`src/hdl/lqs_pkg.sv`:
```
// Package for the linear queue with search: sizes, opcodes, status codes,
// and the command/status structs between controller and datapath.
// No dependencies.
`timescale 1ns / 1ps

package lqs_pkg;

  localparam int DEPTH     = 8;
  localparam int PTR_W     = $clog2(DEPTH + 1);  // holds 0..DEPTH
  localparam int IDX_W     = $clog2(DEPTH);      // addresses a slot
  localparam int WORD_W    = 32;
  localparam int OP_W      = 2;
  localparam int ST_W      = 2;
  localparam int POS_W     = 4;
  localparam int POS_EXT_W = (PTR_W > POS_W) ? PTR_W : POS_W;

  localparam logic [OP_W-1:0] OP_ENQ  = 2'd0;
  localparam logic [OP_W-1:0] OP_DEQ  = 2'd1;
  localparam logic [OP_W-1:0] OP_SRCH = 2'd2;

  localparam logic [ST_W-1:0] ST_OK    = 2'd0;
  localparam logic [ST_W-1:0] ST_OVER  = 2'd1;
  localparam logic [ST_W-1:0] ST_UNDER = 2'd2;

  // controller -> datapath
  typedef struct packed {
    logic load;        // capture opcode and value
    logic enq_do;      // write slot / report overflow
    logic deq_rd;      // read slot at head
    logic deq_emit;    // return the word read, advance head
    logic emit_under;  // report empty, rewind on dequeue
    logic scan_init;   // start search at head
    logic scan_step;   // one read/compare step
    logic scan_fin;    // final search result
  } lqs_cmd_t;

  // datapath -> controller
  typedef struct packed {
    logic [OP_W-1:0] op;
    logic            empty;
    logic            out_free;
    logic            scan_busy;
  } lqs_sts_t;

  // slot or offset reduced modulo 16
  function automatic logic [POS_W-1:0] to_pos(input logic [PTR_W-1:0] v);
    logic [POS_EXT_W-1:0] ext;
    ext = POS_EXT_W'(v);
    return ext[POS_W-1:0];
  endfunction

endpackage

```
`src/hdl/linear_queue_with_search_unit.sv`:
```
// Top level of the linear queue with search: controller plus datapath.
// Depends on lqs_pkg, lqs_ctrl and lqs_dp.
//
//   channel  ports                                           direction
//   in       in_valid/in_ready, in_opcode, in_value          input
//   out      out_valid/out_ready, out_status, out_found,     output
//            out_position, out_data_out, out_last
//
// One item at a time. Dequeue goes through an extra state for the registered
// slot memory read. The search scan reads and compares one slot a cycle
// through the single memory read port, unless a stalled output holds it.
// Synchronous active-low reset clears head, fill and all valid flags.
// A stalled output holds the scan when a further match is found.
`timescale 1ns / 1ps

module linear_queue_with_search_unit import lqs_pkg::*; (
  input  logic                     clk,
  input  logic                     rst_n,
  input  logic                     in_valid,
  output logic                     in_ready,
  input  logic [OP_W-1:0]          in_opcode,
  input  logic signed [WORD_W-1:0] in_value,
  output logic                     out_valid,
  input  logic                     out_ready,
  output logic [ST_W-1:0]          out_status,
  output logic                     out_found,
  output logic [POS_W-1:0]         out_position,
  output logic signed [WORD_W-1:0] out_data_out,
  output logic                     out_last
);

  lqs_cmd_t cmd;
  lqs_sts_t sts;

  lqs_ctrl u_ctrl (
    .clk      (clk),
    .rst_n    (rst_n),
    .in_valid (in_valid),
    .in_ready (in_ready),
    .sts      (sts),
    .cmd      (cmd)
  );

  lqs_dp u_dp (
    .clk          (clk),
    .rst_n        (rst_n),
    .in_opcode    (in_opcode),
    .in_value     (in_value),
    .cmd          (cmd),
    .sts          (sts),
    .out_valid    (out_valid),
    .out_ready    (out_ready),
    .out_status   (out_status),
    .out_found    (out_found),
    .out_position (out_position),
    .out_data_out (out_data_out),
    .out_last     (out_last)
  );

endmodule

```
`src/hdl/lqs_ctrl.sv`:
```
// Controller FSM for the linear queue with search.
// Depends on lqs_pkg (command and status structs, opcodes).
`timescale 1ns / 1ps

module lqs_ctrl import lqs_pkg::*; (
  input  logic     clk,
  input  logic     rst_n,
  input  logic     in_valid,
  output logic     in_ready,
  input  lqs_sts_t sts,
  output lqs_cmd_t cmd
);

  localparam logic [2:0] S_IDLE  = 3'd0;
  localparam logic [2:0] S_DISP  = 3'd1;
  localparam logic [2:0] S_ENQ   = 3'd2;
  localparam logic [2:0] S_DQRD  = 3'd3;
  localparam logic [2:0] S_DQOUT = 3'd4;
  localparam logic [2:0] S_UNDER = 3'd5;
  localparam logic [2:0] S_SCAN  = 3'd6;
  localparam logic [2:0] S_FIN   = 3'd7;

  logic [2:0] state_r, state_nxt;

  always_comb begin
    state_nxt = state_r;
    cmd       = '0;
    in_ready  = 1'b0;
    case (state_r)
      S_IDLE: begin
        in_ready = 1'b1;
        if (in_valid) begin
          cmd.load  = 1'b1;
          state_nxt = S_DISP;
        end
      end
      S_DISP: begin
        case (sts.op)
          OP_ENQ:  state_nxt = S_ENQ;
          OP_DEQ:  state_nxt = sts.empty ? S_UNDER : S_DQRD;
          OP_SRCH: begin
            if (sts.empty) begin
              state_nxt = S_UNDER;
            end else begin
              cmd.scan_init = 1'b1;
              state_nxt     = S_SCAN;
            end
          end
          default: state_nxt = S_IDLE;  // unknown opcode: dropped
        endcase
      end
      S_ENQ: begin
        if (sts.out_free) begin
          cmd.enq_do = 1'b1;
          state_nxt  = S_IDLE;
        end
      end
      S_DQRD: begin
        cmd.deq_rd = 1'b1;
        state_nxt  = S_DQOUT;
      end
      S_DQOUT: begin
        if (sts.out_free) begin
          cmd.deq_emit = 1'b1;
          state_nxt    = S_IDLE;
        end
      end
      S_UNDER: begin
        if (sts.out_free) begin
          cmd.emit_under = 1'b1;
          state_nxt      = S_IDLE;
        end
      end
      S_SCAN: begin
        cmd.scan_step = 1'b1;
        if (!sts.scan_busy) state_nxt = S_FIN;
      end
      S_FIN: begin
        if (sts.out_free) begin
          cmd.scan_fin = 1'b1;
          state_nxt    = S_IDLE;
        end
      end
      default: state_nxt = S_IDLE;
    endcase
  end

  always_ff @(posedge clk) begin
    if (!rst_n) state_r <= S_IDLE;
    else        state_r <= state_nxt;
  end

endmodule

```
`src/hdl/lqs_dp.sv`:
```
// Datapath for the linear queue with search: slot memory, head/fill
// pointers, search scan pipeline, held match and output register.
// Depends on lqs_pkg.
`timescale 1ns / 1ps

module lqs_dp import lqs_pkg::*; (
  input  logic                     clk,
  input  logic                     rst_n,
  input  logic [OP_W-1:0]          in_opcode,
  input  logic signed [WORD_W-1:0] in_value,
  input  lqs_cmd_t                 cmd,
  output lqs_sts_t                 sts,
  output logic                     out_valid,
  input  logic                     out_ready,
  output logic [ST_W-1:0]          out_status,
  output logic                     out_found,
  output logic [POS_W-1:0]         out_position,
  output logic signed [WORD_W-1:0] out_data_out,
  output logic                     out_last
);

  logic [WORD_W-1:0] mem [DEPTH];
  logic [WORD_W-1:0] rdata_r;

  logic [OP_W-1:0]   op_r;
  logic [WORD_W-1:0] key_r;
  logic [PTR_W-1:0]  head_r, head_nxt;
  logic [PTR_W-1:0]  fill_r, fill_nxt;
  logic [PTR_W-1:0]  scan_idx_r, scan_idx_nxt;
  logic [PTR_W-1:0]  cmp_idx_r, cmp_idx_nxt;
  logic              cmp_vld_r, cmp_vld_nxt;
  logic              pend_vld_r, pend_vld_nxt;
  logic [POS_W-1:0]  pend_pos_r, pend_pos_nxt;

  logic              out_vld_r, out_vld_nxt;
  logic [ST_W-1:0]   out_status_r;
  logic              out_found_r;
  logic [POS_W-1:0]  out_pos_r;
  logic [WORD_W-1:0] out_data_r;
  logic              out_last_r;

  logic              out_free, out_load;
  logic [ST_W-1:0]   o_status;
  logic              o_found;
  logic [POS_W-1:0]  o_pos;
  logic [WORD_W-1:0] o_data;
  logic              o_last;

  logic              wr_en, rd_en;
  logic [IDX_W-1:0]  rd_addr;
  logic              empty, full, match, scan_block, scan_busy;

  assign out_free   = !out_vld_r || out_ready;
  assign empty      = head_r >= fill_r;
  assign full       = fill_r == PTR_W'(DEPTH);
  assign match      = cmp_vld_r && (rdata_r == key_r);
  // a second match cannot retire the held one until the output drains
  assign scan_block = match && pend_vld_r && !out_free;
  assign scan_busy  = (scan_idx_r < fill_r) || cmp_vld_r;

  assign sts.op        = op_r;
  assign sts.empty     = empty;
  assign sts.out_free  = out_free;
  assign sts.scan_busy = scan_busy;

  always_comb begin
    head_nxt     = head_r;
    fill_nxt     = fill_r;
    scan_idx_nxt = scan_idx_r;
    cmp_idx_nxt  = cmp_idx_r;
    cmp_vld_nxt  = cmp_vld_r;
    pend_vld_nxt = pend_vld_r;
    pend_pos_nxt = pend_pos_r;
    wr_en        = 1'b0;
    rd_en        = 1'b0;
    rd_addr      = head_r[IDX_W-1:0];
    out_load     = 1'b0;
    o_status     = ST_OK;
    o_found      = 1'b0;
    o_pos        = '0;
    o_data       = '0;
    o_last       = 1'b1;

    if (cmd.enq_do) begin
      out_load = 1'b1;
      if (full) begin
        o_status = ST_OVER;
      end else begin
        wr_en    = 1'b1;
        o_pos    = to_pos(fill_r);
        fill_nxt = fill_r + PTR_W'(1);
      end
    end

    if (cmd.deq_rd) rd_en = 1'b1;

    if (cmd.deq_emit) begin
      out_load = 1'b1;
      o_data   = rdata_r;
      head_nxt = head_r + PTR_W'(1);
    end

    if (cmd.emit_under) begin
      out_load = 1'b1;
      o_status = ST_UNDER;
      if (op_r == OP_DEQ) begin
        head_nxt = '0;
        fill_nxt = '0;
      end
    end

    if (cmd.scan_init) begin
      scan_idx_nxt = head_r;
      cmp_vld_nxt  = 1'b0;
      pend_vld_nxt = 1'b0;
    end

    // read stage issues slot scan_idx, compare stage checks the slot most recently read
    if (cmd.scan_step && !scan_block) begin
      if (scan_idx_r < fill_r) begin
        rd_en        = 1'b1;
        rd_addr      = scan_idx_r[IDX_W-1:0];
        cmp_vld_nxt  = 1'b1;
        cmp_idx_nxt  = scan_idx_r;
        scan_idx_nxt = scan_idx_r + PTR_W'(1);
      end else begin
        cmp_vld_nxt = 1'b0;
      end
      if (match) begin
        pend_vld_nxt = 1'b1;
        pend_pos_nxt = to_pos(cmp_idx_r - head_r);
        if (pend_vld_r) begin
          // a later match exists, so the held one is not last
          out_load = 1'b1;
          o_found  = 1'b1;
          o_pos    = pend_pos_r;
          o_last   = 1'b0;
        end
      end
    end

    if (cmd.scan_fin) begin
      out_load = 1'b1;
      o_found  = pend_vld_r;
      o_pos    = pend_vld_r ? pend_pos_r : '0;
    end

    out_vld_nxt = out_load ? 1'b1 : (out_ready ? 1'b0 : out_vld_r);
  end

  always_ff @(posedge clk) begin
    if (wr_en) mem[fill_r[IDX_W-1:0]] <= key_r;
  end

  always_ff @(posedge clk) begin
    if (rd_en) rdata_r <= mem[rd_addr];
  end

  always_ff @(posedge clk) begin
    if (!rst_n) begin
      head_r     <= '0;
      fill_r     <= '0;
      cmp_vld_r  <= 1'b0;
      pend_vld_r <= 1'b0;
      out_vld_r  <= 1'b0;
    end else begin
      head_r     <= head_nxt;
      fill_r     <= fill_nxt;
      cmp_vld_r  <= cmp_vld_nxt;
      pend_vld_r <= pend_vld_nxt;
      out_vld_r  <= out_vld_nxt;
    end
  end

  always_ff @(posedge clk) begin
    scan_idx_r <= scan_idx_nxt;
    cmp_idx_r  <= cmp_idx_nxt;
    pend_pos_r <= pend_pos_nxt;
    if (cmd.load) begin
      op_r  <= in_opcode;
      key_r <= in_value;
    end
    if (out_load) begin
      out_status_r <= o_status;
      out_found_r  <= o_found;
      out_pos_r    <= o_pos;
      out_data_r   <= o_data;
      out_last_r   <= o_last;
    end
  end

  assign out_valid    = out_vld_r;
  assign out_status   = out_status_r;
  assign out_found    = out_found_r;
  assign out_position = out_pos_r;
  assign out_data_out = out_data_r;
  assign out_last     = out_last_r;

  a_head_le_fill: assert property (@(posedge clk) disable iff (!rst_n)
    head_r <= fill_r)
    else $error("head passed fill");

  a_fill_le_depth: assert property (@(posedge clk) disable iff (!rst_n)
    fill_r <= PTR_W'(DEPTH))
    else $error("fill beyond depth");

  a_load_free: assert property (@(posedge clk) disable iff (!rst_n)
    out_load |-> out_free)
    else $error("result loaded over an untaken result");

  a_cmp_live: assert property (@(posedge clk) disable iff (!rst_n)
    cmp_vld_r |-> (cmp_idx_r >= head_r && cmp_idx_r < fill_r))
    else $error("compare outside live entries");

endmodule

```
`config.mk`:
```
export PLATFORM = sky130hd
export DESIGN_NAME = linear_queue_with_search_unit
export DESIGN_NICKNAME = d
export VERILOG_FILES = /design/src/hdl/lqs_pkg.sv /design/src/hdl/linear_queue_with_search_unit.sv /design/src/hdl/lqs_ctrl.sv /design/src/hdl/lqs_dp.sv
export SDC_FILE = /design/constraint.sdc
export NUM_CORES = 1
export LEC_CHECK = 0
export BUFFER_PORTS_ARGS = -buffer_cell sky130_fd_sc_hd__buf_2
export CORE_MARGIN = 2
export CORE_UTILIZATION = 55
export DETAILED_ROUTE_END_ITERATION = 10
export PLACE_DENSITY = 0.76
export SYNTH_ARGS = -nofsm -noshare
export SYNTH_HDL_FRONTEND = slang
export SYNTH_SLANG_ARGS = --single-unit
```
`constraint.sdc`:
```
create_clock -name clk -period 3.95 [get_ports clk]
set_input_delay 0.1975 -clock clk [delete_from_list [all_inputs] [get_ports clk]]
set_output_delay 0.1975 -clock clk [all_outputs]
set_load 0.01 [all_outputs]
```
==> impl_metrics.yaml, run 1 <==
power_and_ir_drop:
  power_uw: 8320
  p_leak_uw: 0.00620
  peakVddDrop_mv: 0.311
  p_per_area_nw_per_um2: 452
global_routing:
  grt_start_max_net_pins: 71
  grt_pass1_wl_mm: 54.6
  grt_overflow_total: 0
  grt_usage_pct: 23.6
  antenna_found_initial: 0
  grt_pass1_vias: 9573
die:
  die_h_um: 174
  die_area_um2: 30400
  die_w_um: 174
  rows: 62
  fp.coreArea_um2: 28600
  initial_utilization_pct: 55.8
  ios: 80
finish:
  post-route-util_pct: 64.2
  syn_to_final_growth_pct: 15.1
  design_area_um2: 18400
  diodes: 0
  drive_gt1_share_pct: 15.8
  nets: 1220
synthesis:
  yosysUniqueCellTypes: 55
  synthAdderAreaFrac_pct: 1.36
  ys_ff_latch: 388
  synth_top_family_by_area: "compound AO/OA/AOI/OAI gates"
  synth_compound_area_share_pct: 13.3
  synth_area_leaders: "edfxtp_1 70%, a211oi_1 4.5%, and3_1 3.8%, a21boi_1 2.6%, dfxtp_1 2.3%"
  avgSynthCellArea_um2: 15.3
  synth_xor_xnor_area_share_pct: 1.87
  synth_edf_count: 370
  async_flop_share_pct: 0
  yosys.area.top_type_share_pct: 69.6
  yosysWarnings: 0
  synth.mux.area_fraction_pct: 0.188
  synth_top_area_cell: "edfxtp_1"
  synth_nets: 1098
  netlist_instances: 1044
  synth.most_common_cell: "edfxtp_1"
  synth_area_um2: 16000
  synthTopCellsByCount: "370 x edfxtp_1, 98 x and3_1, 96 x a211oi_1"
  synth_simple_gate_area_share_pct: 8.60
  synth_ff_type: "edfxtp_1"
  yosysSeqAreaShare_pct: 71.8
setup_path:
  cpPeakStageDelay_ns: 0.72
  r2r-start: "u_dp.key_r[7]$_DFFE_PP_"
  cp_max_fo: 42
  cp_data_arrival_time_ns: 3.95
  cp-end-kind: "flop"
  worst_r2r_endpoint: "u_dp.rdata_r[9]$_DFFE_PP_"
  cp.required_ns: 4.20
  critical-path-slowest-cell: "or4b_2"
  crit_path_start_kind: "flop"
  worstPathCellList: "xnor2_1, nand4_1, or4b_2, nor4_2, a21oi_4, buf_4, and3_1, o32ai_1, a211oi_1"
  crit_family: "simple AND/OR/NAND/NOR gates"
  ff2ff_path_depth: 9
  path_class: "flop to flop"
  worst-path-buf-inv: 1
  reg2reg_slack_ns: 0.24
  cp.depth: 9
cts:
  ctsHoldBuffers: 35
  cts_root_buf: "clkbuf_16"
  cts_tree: "yes"
  clockBufferDepth: 3
  cts.sinks: 388
  clock_latency_ns: 0.51
  htree_levels: 2
  cts_buffers: 39
  cts_resized: 0
  post_cts.repair.setup_buffers: 0
  clkTransAtPathRegs_ns: 0.06
sta:
  period_needed_ns: 3.71
  max_freq_mhz: 270
  finalSetupTns_ns: 0
  fin_hold_ws_ns: 0.0979
  finalSetupViolCount: 0
  slew_headroom_pct: 29.9
  hold_viol: 0
  skew_ns: 0.00590
  maxSlewViolCount: 0
  rsz0062_at_grt: "false"
  fin_crit_sh_pct: 93.8
  tightest_slew_ns: 1.05
detailed_routing:
  first_pass_iters: 6
  vias_per_cell: 6.19
  dr_total_vias: 9741
  antenna_left: 0
  routed_wl_mm: 35.8
  routedWlPerCell_um: 22.7
  drc: 0
  drt_iter0_markers: 1127
worst_hold_path:
  min-delay-start: "out_ready"
  hold_path.class: "input port to flop"
  min_to: "u_dp.out_valid$_SDFFE_PN0P_"
  hold_depth: 4
placed_design:
  io_buffers: 79
  place_area_um2: 16900
  place.gp.congestion: 0.858
  dp_hpwl_mm: 20.8
outcome:
  outcome: "completed"
flow_run:
  maxCapViolCount: 0
## logic make-up (layout without fill, tap and decap cells)
| family | Yosys count | count (layout) |
|---|---|---|
| xor+xnor | 34 | 34 |
| buf+inv | 96 | 241 |
| fa+ha+maj | 17 | 17 |
| flops | 388 | 388 |
| simple gates | 237 | 237 |
| mux | 3 | 3 |
| compound gates | 269 | 269 |
## worst min-delay path, cell delays in order
cell      delay (ns)
buf_2           0.08
nor2b_1         0.09
nor2_1          0.11
a21boi_0        0.08
## area by class of cell
| type | count | area [um2] |
|---|---|---|
| tap | 384 | 480 |
| fill | 2010 | 10200 |
| inverter | 22 | 82.6 |
| clock buffer | 48 | 1040 |
| timing repair buffer | 155 | 1100 |
| multi-input combinational | 560 | 4140 |
| clock inverter | 16 | 68.8 |
| sequential | 388 | 11500 |
## report_power, final
part	internal (uW)	leakage (uW)	switching (uW)	total, uW
Sequential	4620	0.00353	104	4720
Clock	1850	0.000544	1430	3280
Combinational	138	0.00213	182	320
## state kept, by name, summed over array words and instances (netlist names), 3 cells and up
register / cells
u_dp.mem: 256
u_dp.key_r: 32
u_dp.rdata_r: 32
u_dp.cmp_idx_r: 4
u_ctrl.state_r: 3
u_dp.scan_idx_r: 4
u_dp.out_data_out: 32
u_dp.pend_pos_r: 4
u_dp.head_r: 4
u_dp.out_position: 4
u_dp.fill_r: 4
## metal layers
metal	track usage, %	vias to the layer above	wire length (um)
met5	0	-	0
met4	9.45	0	1150
met3	4.35	93	2830
met2	38.4	432	17100
met1	31.8	4803	14700
li1	-	4413	-
## how the worst max path moves through the flow
stage	start	endpoint
floorplan	u_ctrl.state_r[1]$_SDFFE_PN0P_	u_dp.mem[4][0]$_DFFE_PP_
global placement	u_dp.key_r[7]$_DFFE_PP_	u_dp.rdata_r[14]$_DFFE_PP_
detailed placement	u_dp.key_r[7]$_DFFE_PP_	u_dp.rdata_r[15]$_DFFE_PP_
CTS	u_dp.key_r[7]$_DFFE_PP_	u_dp.rdata_r[15]$_DFFE_PP_
global route	u_dp.key_r[7]$_DFFE_PP_	u_dp.rdata_r[21]$_DFFE_PP_
finish	u_dp.key_r[7]$_DFFE_PP_	u_dp.rdata_r[9]$_DFFE_PP_
## per-stage QoR
| stage | cells | worst slack [ns] |
|---|---|---|
| after detailed placement | 1474 | 0.323 |
| after global placement | 1474 | 0.409 |
| after floorplan | 1044 | 0.0982 |
| after global routing | 1573 | 0.136 |
| after CTS | 1573 | 0.309 |
| final | 1573 | 0.243 |
## cells in the final DEF (no fill, tap or decap), types with 21 or more instances in the layout
| cell | Yosys | final |
|---|---|---|
| o32ai_1 | 33 | 33 |
| dlygate4sd3_1 | 0 | 35 |
| buf_4 | 2 | 37 |
| and3_1 | 98 | 98 |
| a32o_1 | 32 | 32 |
| nand2_1 | 22 | 21 |
| edfxtp_1 | 370 | 370 |
| a211oi_1 | 96 | 96 |
| buf_2 | 11 | 79 |
| and2_1 | 34 | 33 |
| a21boi_1 | 56 | 56 |
| clkbuf_16 | 0 | 39 |
| inv_1 | 22 | 22 |
Power figures use the tool's default switching activity.
==> run 2, diff against run 1 <==
CORE_ASPECT_RATIO = 2   (was not set)
==> run 2 against run 1 <==
  * Worst setup slack got worse by 0.099 ns
  * Clock-buffer cell count fell by 8
  * Non-clock buffer count did not move
  * Clock power rose by 2%
  * Critical path depth did not move
==> impl_metrics.yaml, run 2 (same netlist as run 1, synthesis figures left out) <==
finish:
  diodes: 0
  largest_register_ffs: 256
  nets: 1215
  syn_to_final_growth_pct: 15.1
  drive_gt1_share_pct: 16.3
  design_area_um2: 18400
  fill_cells: 1993
  layout_common_cells: "370 x edfxtp_1, 98 x and3_1, 96 x a211oi_1"
  mostFrequentLayoutCell: "edfxtp_1"
sta:
  slew_headroom_pct: 23.7
  rsz0062_at_grt: "false"
  maxSlewViolCount: 0
  tightest_slew_ns: 1.14
  finalSetupTns_ns: 0
  skew_ns: 0.0339
  fin_hold_ws_ns: 0.0929
  worst_slack_ns: 0.144
  finalSetupViolCount: 0
  max_freq_mhz: 263
  period_needed_ns: 3.81
  hold_viol: 0
  fin_crit_sh_pct: 96.4
global_routing:
  grt_usage_pct: 24.3
  grt_pass1_vias: 9741
  grt_start_max_net_pins: 103
  grt_pass1_wl_mm: 56.1
  grt_overflow_total: 0
  antenna_found_initial: 0
detailed_routing:
  drt_iter0_markers: 927
  dr_total_vias: 9706
  drc: 0
  first_pass_iters: 6
  antenna_left: 0
  routed_wl_mm: 37.4
  routedWlPerCell_um: 24.2
  vias_per_cell: 6.28
placed_design:
  dp_hpwl_mm: 21.7
  io_buffers: 79
  post-place-ws_ns: 0.211
  place.gp.congestion: 0.843
  place_area_um2: 16900
die:
  ios: 80
  rows: 88
  fp.coreArea_um2: 28700
  die_area_um2: 30500
  die_w_um: 124
  die_h_um: 245
  initial_utilization_pct: 55.6
outcome:
  outcome: "completed"
cts:
  cts.sinks: 388
  cts_tree: "yes"
  clockBufferDepth: 3
  clock_latency_ns: 0.54
  cts_buffers: 34
  htree_levels: 2
  clkTransAtPathRegs_ns: 0.07
  cts_root_buf: "clkbuf_16"
setup_path:
  cpPeakStageDelay_ns: 0.73
  cp-end-kind: "flop"
  cp.required_ns: 4.21
  ff2ff_path_depth: 9
  cp_max_fo: 54
  crit_path_start_kind: "flop"
  cp_data_arrival_time_ns: 4.07
  path_class: "flop to flop"
  worstPathCellList: "xnor2_1, nand4_1, or4b_2, nor4_2, a21oi_4, buf_4, and3_1, o32ai_1, a211oi_1"
  critical-path-slowest-cell: "or4b_2"
power_and_ir_drop:
  peakVddDrop_mv: 0.359
  p_per_area_nw_per_um2: 458
  power_uw: 8410
  p_leak_uw: 0.00621
flow_run:
  maxCapViolCount: 0
worst_hold_path:
  hold_depth: 4
  hold_path.class: "input port to flop"
==> run 2: changes by cell type in the layout (fill, tap and decap cells not counted), sizes merged <==
cell	before	now
clkinvlp	0	3
inv	23	25
clkbuf	48	40
clkinv	15	12
bufinv	0	3
==> run 2: worst max-delay path: cells and delay by family (launching register included) <==
family	cells	cell delay, ns
DFF	1	0.54
AOI/OAI and AO/OA	3	0.52
xor gates and xnor gates	1	0.49
and+or+nand+nor	4	1.64
buffers and inverters	1	0.31
==> run 2: layout make-up <==
type,instances,area [um2],share of cell area (%)
clock inverter,21,220,1.20
sequential,388,11500,62.4
tap,360,450,2.45
inverter,22,82.6,0.450
clock buffer,40,915,4.98
timing repair buffer,155,1090,5.96
multi-input combinational,560,4140,22.5
==> run 2: path summary, 6_finish.rpt <==
kind / startpoint / slack [ns] / end
worst min-delay path: out_ready / 0.09 / u_dp.out_valid$_SDFFE_PN0P_
worst max-delay path: u_dp.key_r[7]$_DFFE_PP_ / 0.14 / u_dp.rdata_r[6]$_DFFE_PP_
worst min register to register: u_dp.scan_idx_r[3]$_DFF_P_ / 0.51 / u_dp.cmp_idx_r[3]$_DFFE_PP_
worst max register to register: u_dp.key_r[7]$_DFFE_PP_ / 0.14 / u_dp.rdata_r[6]$_DFFE_PP_
==> run 2: repair_timing <==
| item | CTS | global route |
|---|---|---|
| hold buffers | 35 | 0 |
| gates resized for setup | 0 | 1 |
| endpoints found under the setup margin | 0 | 1 |
| hold endpoints to repair | 38 | 0 |
| setup buffers | 0 | 0 |
==> run 2: metal layers <==
metal  vias up  global-route usage, %  share of wire [%]  wire length (um)
met1      4780                   27.7                 36             13600
met2       439                   44.1                 53             19700
li1       4382                      -                  -                 -
met3       105                   3.12                5.6              2100
met4         0                   13.3                5.3              2000
met5         -                      0                  0                 0
==> run 2: where the power goes <==
part | switching, uW | internal (uW)
Clock | 1480 | 1880
Sequential | 103 | 4610
Combinational | 193 | 137
==> run 2: per-stage QoR <==
stage | utilization (%) | cells
floorplan | - | 1044
global placement | 58.7 | 1450
detailed placement | 58.7 | 1450
CTS | 63.9 | 1546
global route | 63.9 | 1546
finish | 63.9 | 1546
==> run 3, diff against run 2 <==
CAP_MARGIN = 20   (was not set)
CORE_ASPECT_RATIO = 1.75   (was 2)
==> run 3 against run 2 <==
  * Largest power group unchanged
  * First-iteration DRC count increased by 16%
  * Worst setup slack improved by 0.032 ns
  * Clock-buffer cell count increased by 2
  * Via count increased by 0.65%
  * Critical path type unchanged
  * Utilization increased by 0.49 points
  * Final area increased by 0.37%
  * Critical path depth increased by 1
  * Clock skew decreased by 0.016 ns
==> impl_metrics.yaml, run 3 (same netlist as run 1, synthesis figures left out) <==
setup_path:
  cp.required_ns: 4.29
  cp-end-kind: "flop"
  reg2reg_slack_ns: 0.18
  crit_path_start_kind: "flop"
  path_class: "flop to flop"
  cp_max_fo: 19
  cp_data_arrival_time_ns: 4.11
sta:
  period_needed_ns: 3.77
  skew_ns: 0.0178
  hold_viol: 0
  fin_hold_ws_ns: 0.0933
  fin_crit_sh_pct: 95.5
  maxSlewViolCount: 0
  tightest_slew_ns: 0.954
  rsz0062_at_grt: "false"
  slew_headroom_pct: 35.7
  worst_slack_ns: 0.176
  max_freq_mhz: 265
  finalSetupViolCount: 0
cts:
  cts.sinks: 388
  clockBufferDepth: 3
  post_cts.repair.setup_buffers: 0
  clkTransAtPathRegs_ns: 0.07
  cts_tree: "yes"
  htree_levels: 2
  clock_latency_ns: 0.53
  cts_root_buf: "clkbuf_16"
  cts_buffers: 36
finish:
  nets: 1222
  fin_cells: 1570
  design_area_um2: 18400
  drive_gt1_share_pct: 16.6
  diodes: 0
  mostFrequentLayoutCell: "edfxtp_1"
  fill_cells: 2031
  layout_common_cells: "370 x edfxtp_1, 98 x and3_1, 96 x a211oi_1"
  largest_register_ffs: 256
  syn_to_final_growth_pct: 15.5
global_routing:
  antenna_found_initial: 0
  grt_pass1_wl_mm: 56.0
  grt_usage_pct: 24.5
  grt_overflow_total: 0
  grt_pass1_vias: 9786
  grt_start_max_net_pins: 63
power_and_ir_drop:
  clkPwrFrac_pct: 39.7
  intPower_uw: 6620
  p_sw_uw: 1740
  seqPwrFrac_pct: 56.4
  sw_frac_of_total_pct: 20.8
  peakVddDrop_mv: 0.330
  power_uw: 8370
  p_leak_uw: 0.00624
  p_per_area_nw_per_um2: 454
  p_comb_share_pct: 3.9
die:
  die_area_um2: 30500
  rows: 82
  ios: 80
  initial_utilization_pct: 55.8
  die_h_um: 229
  fp.coreArea_um2: 28600
  die_w_um: 133
placed_design:
  dp_cells: 1472
  dp_hpwl_mm: 22.8
  io_buffers: 79
  place.gp.congestion: 0.866
  post-place-ws_ns: -0.0830
  place_area_um2: 16900
detailed_routing:
  drt_iter0_markers: 1074
  dr_total_vias: 9769
  routedWlPerCell_um: 23.6
  vias_per_cell: 6.22
  drc: 0
  routed_wl_mm: 37.1
  antenna_left: 0
  first_pass_iters: 5
flow_run:
  maxCapViolCount: 0
outcome:
  outcome: "completed"
worst_hold_path:
  hold_path.class: "input port to flop"
-- run 3: worst max-delay path, cell delays in order (launching register included) --
cell and delay [ns]:
edfxtp_1 0.52, xor2_1 0.31, nor4_2 0.64, and3_1 0.26, nand4_1 0.14, buf_4 0.20
nand3_1 0.25, a2bb2o_1 0.43, buf_4 0.41, a211oi_1 0.13, a211oi_1 0.27
-- run 3: timing repair --
action | 4_1_cts | 5_1_grt
hold buffers | 35 | 0
endpoints found under the hold margin | 40 | 0
endpoints found under the setup margin | 15 | 0
gates resized for setup | 1 | 0
-- run 3: through the flow --
stage	TNS (ns)	util [%]
after floorplan	0	-
after global placement	0	59.2
after detailed placement	-0.466	59.2
after CTS	0	64.3
after global routing	0	64.4
final	0	64.4
-- run 3: layer usage --
metal,part of all wire [%],wire [um],up-vias,global-route usage [%]
li1,-,-,4402,-
met1,36,13200,4775,28.3
met5,0,0,-,0
met2,51,19100,467,42.8
met4,6.6,2440,0,15.0
met3,6.3,2320,125,3.61
-- run 3: area by class of cell --
type                    count  area, um2  area share (%)
clock buffers              42        955            5.18
clock inverters            20        161           0.875
inverters                  22       82.6           0.448
multi-input cells         560       4140            22.5
flip-flops and latches    388      11500            62.2
well taps                 378        473            2.56
repair buffers            160       1150            6.26
-- run 3: worst paths after layout --
| kind | depth (start not counted) | endpoint | start |
|---|---|---|---|
| max reg2reg | 10 | u_dp.rdata_r[31]$_DFFE_PP_ | u_dp.key_r[9]$_DFFE_PP_ |
| min reg2reg | 0 | u_dp.cmp_idx_r[3]$_DFFE_PP_ | u_dp.scan_idx_r[3]$_DFF_P_ |
| min | 4 | u_dp.out_valid$_SDFFE_PN0P_ | out_ready |
| max | 10 | u_dp.rdata_r[31]$_DFFE_PP_ | u_dp.key_r[9]$_DFFE_PP_ |
-- run 3: power by group through the flow --
| stage | logic (uW) | clock network (uW) | registers (uW) |
|---|---|---|---|
| floorplan | 171 | 0 | 4770 |
| global placement | 289 | 0 | 4800 |
| detailed placement | 297 | 0 | 4810 |
| CTS | 326 | 3370 | 4720 |
| global route | 357 | 3530 | 4720 |
| finish | 329 | 3320 | 4720 |
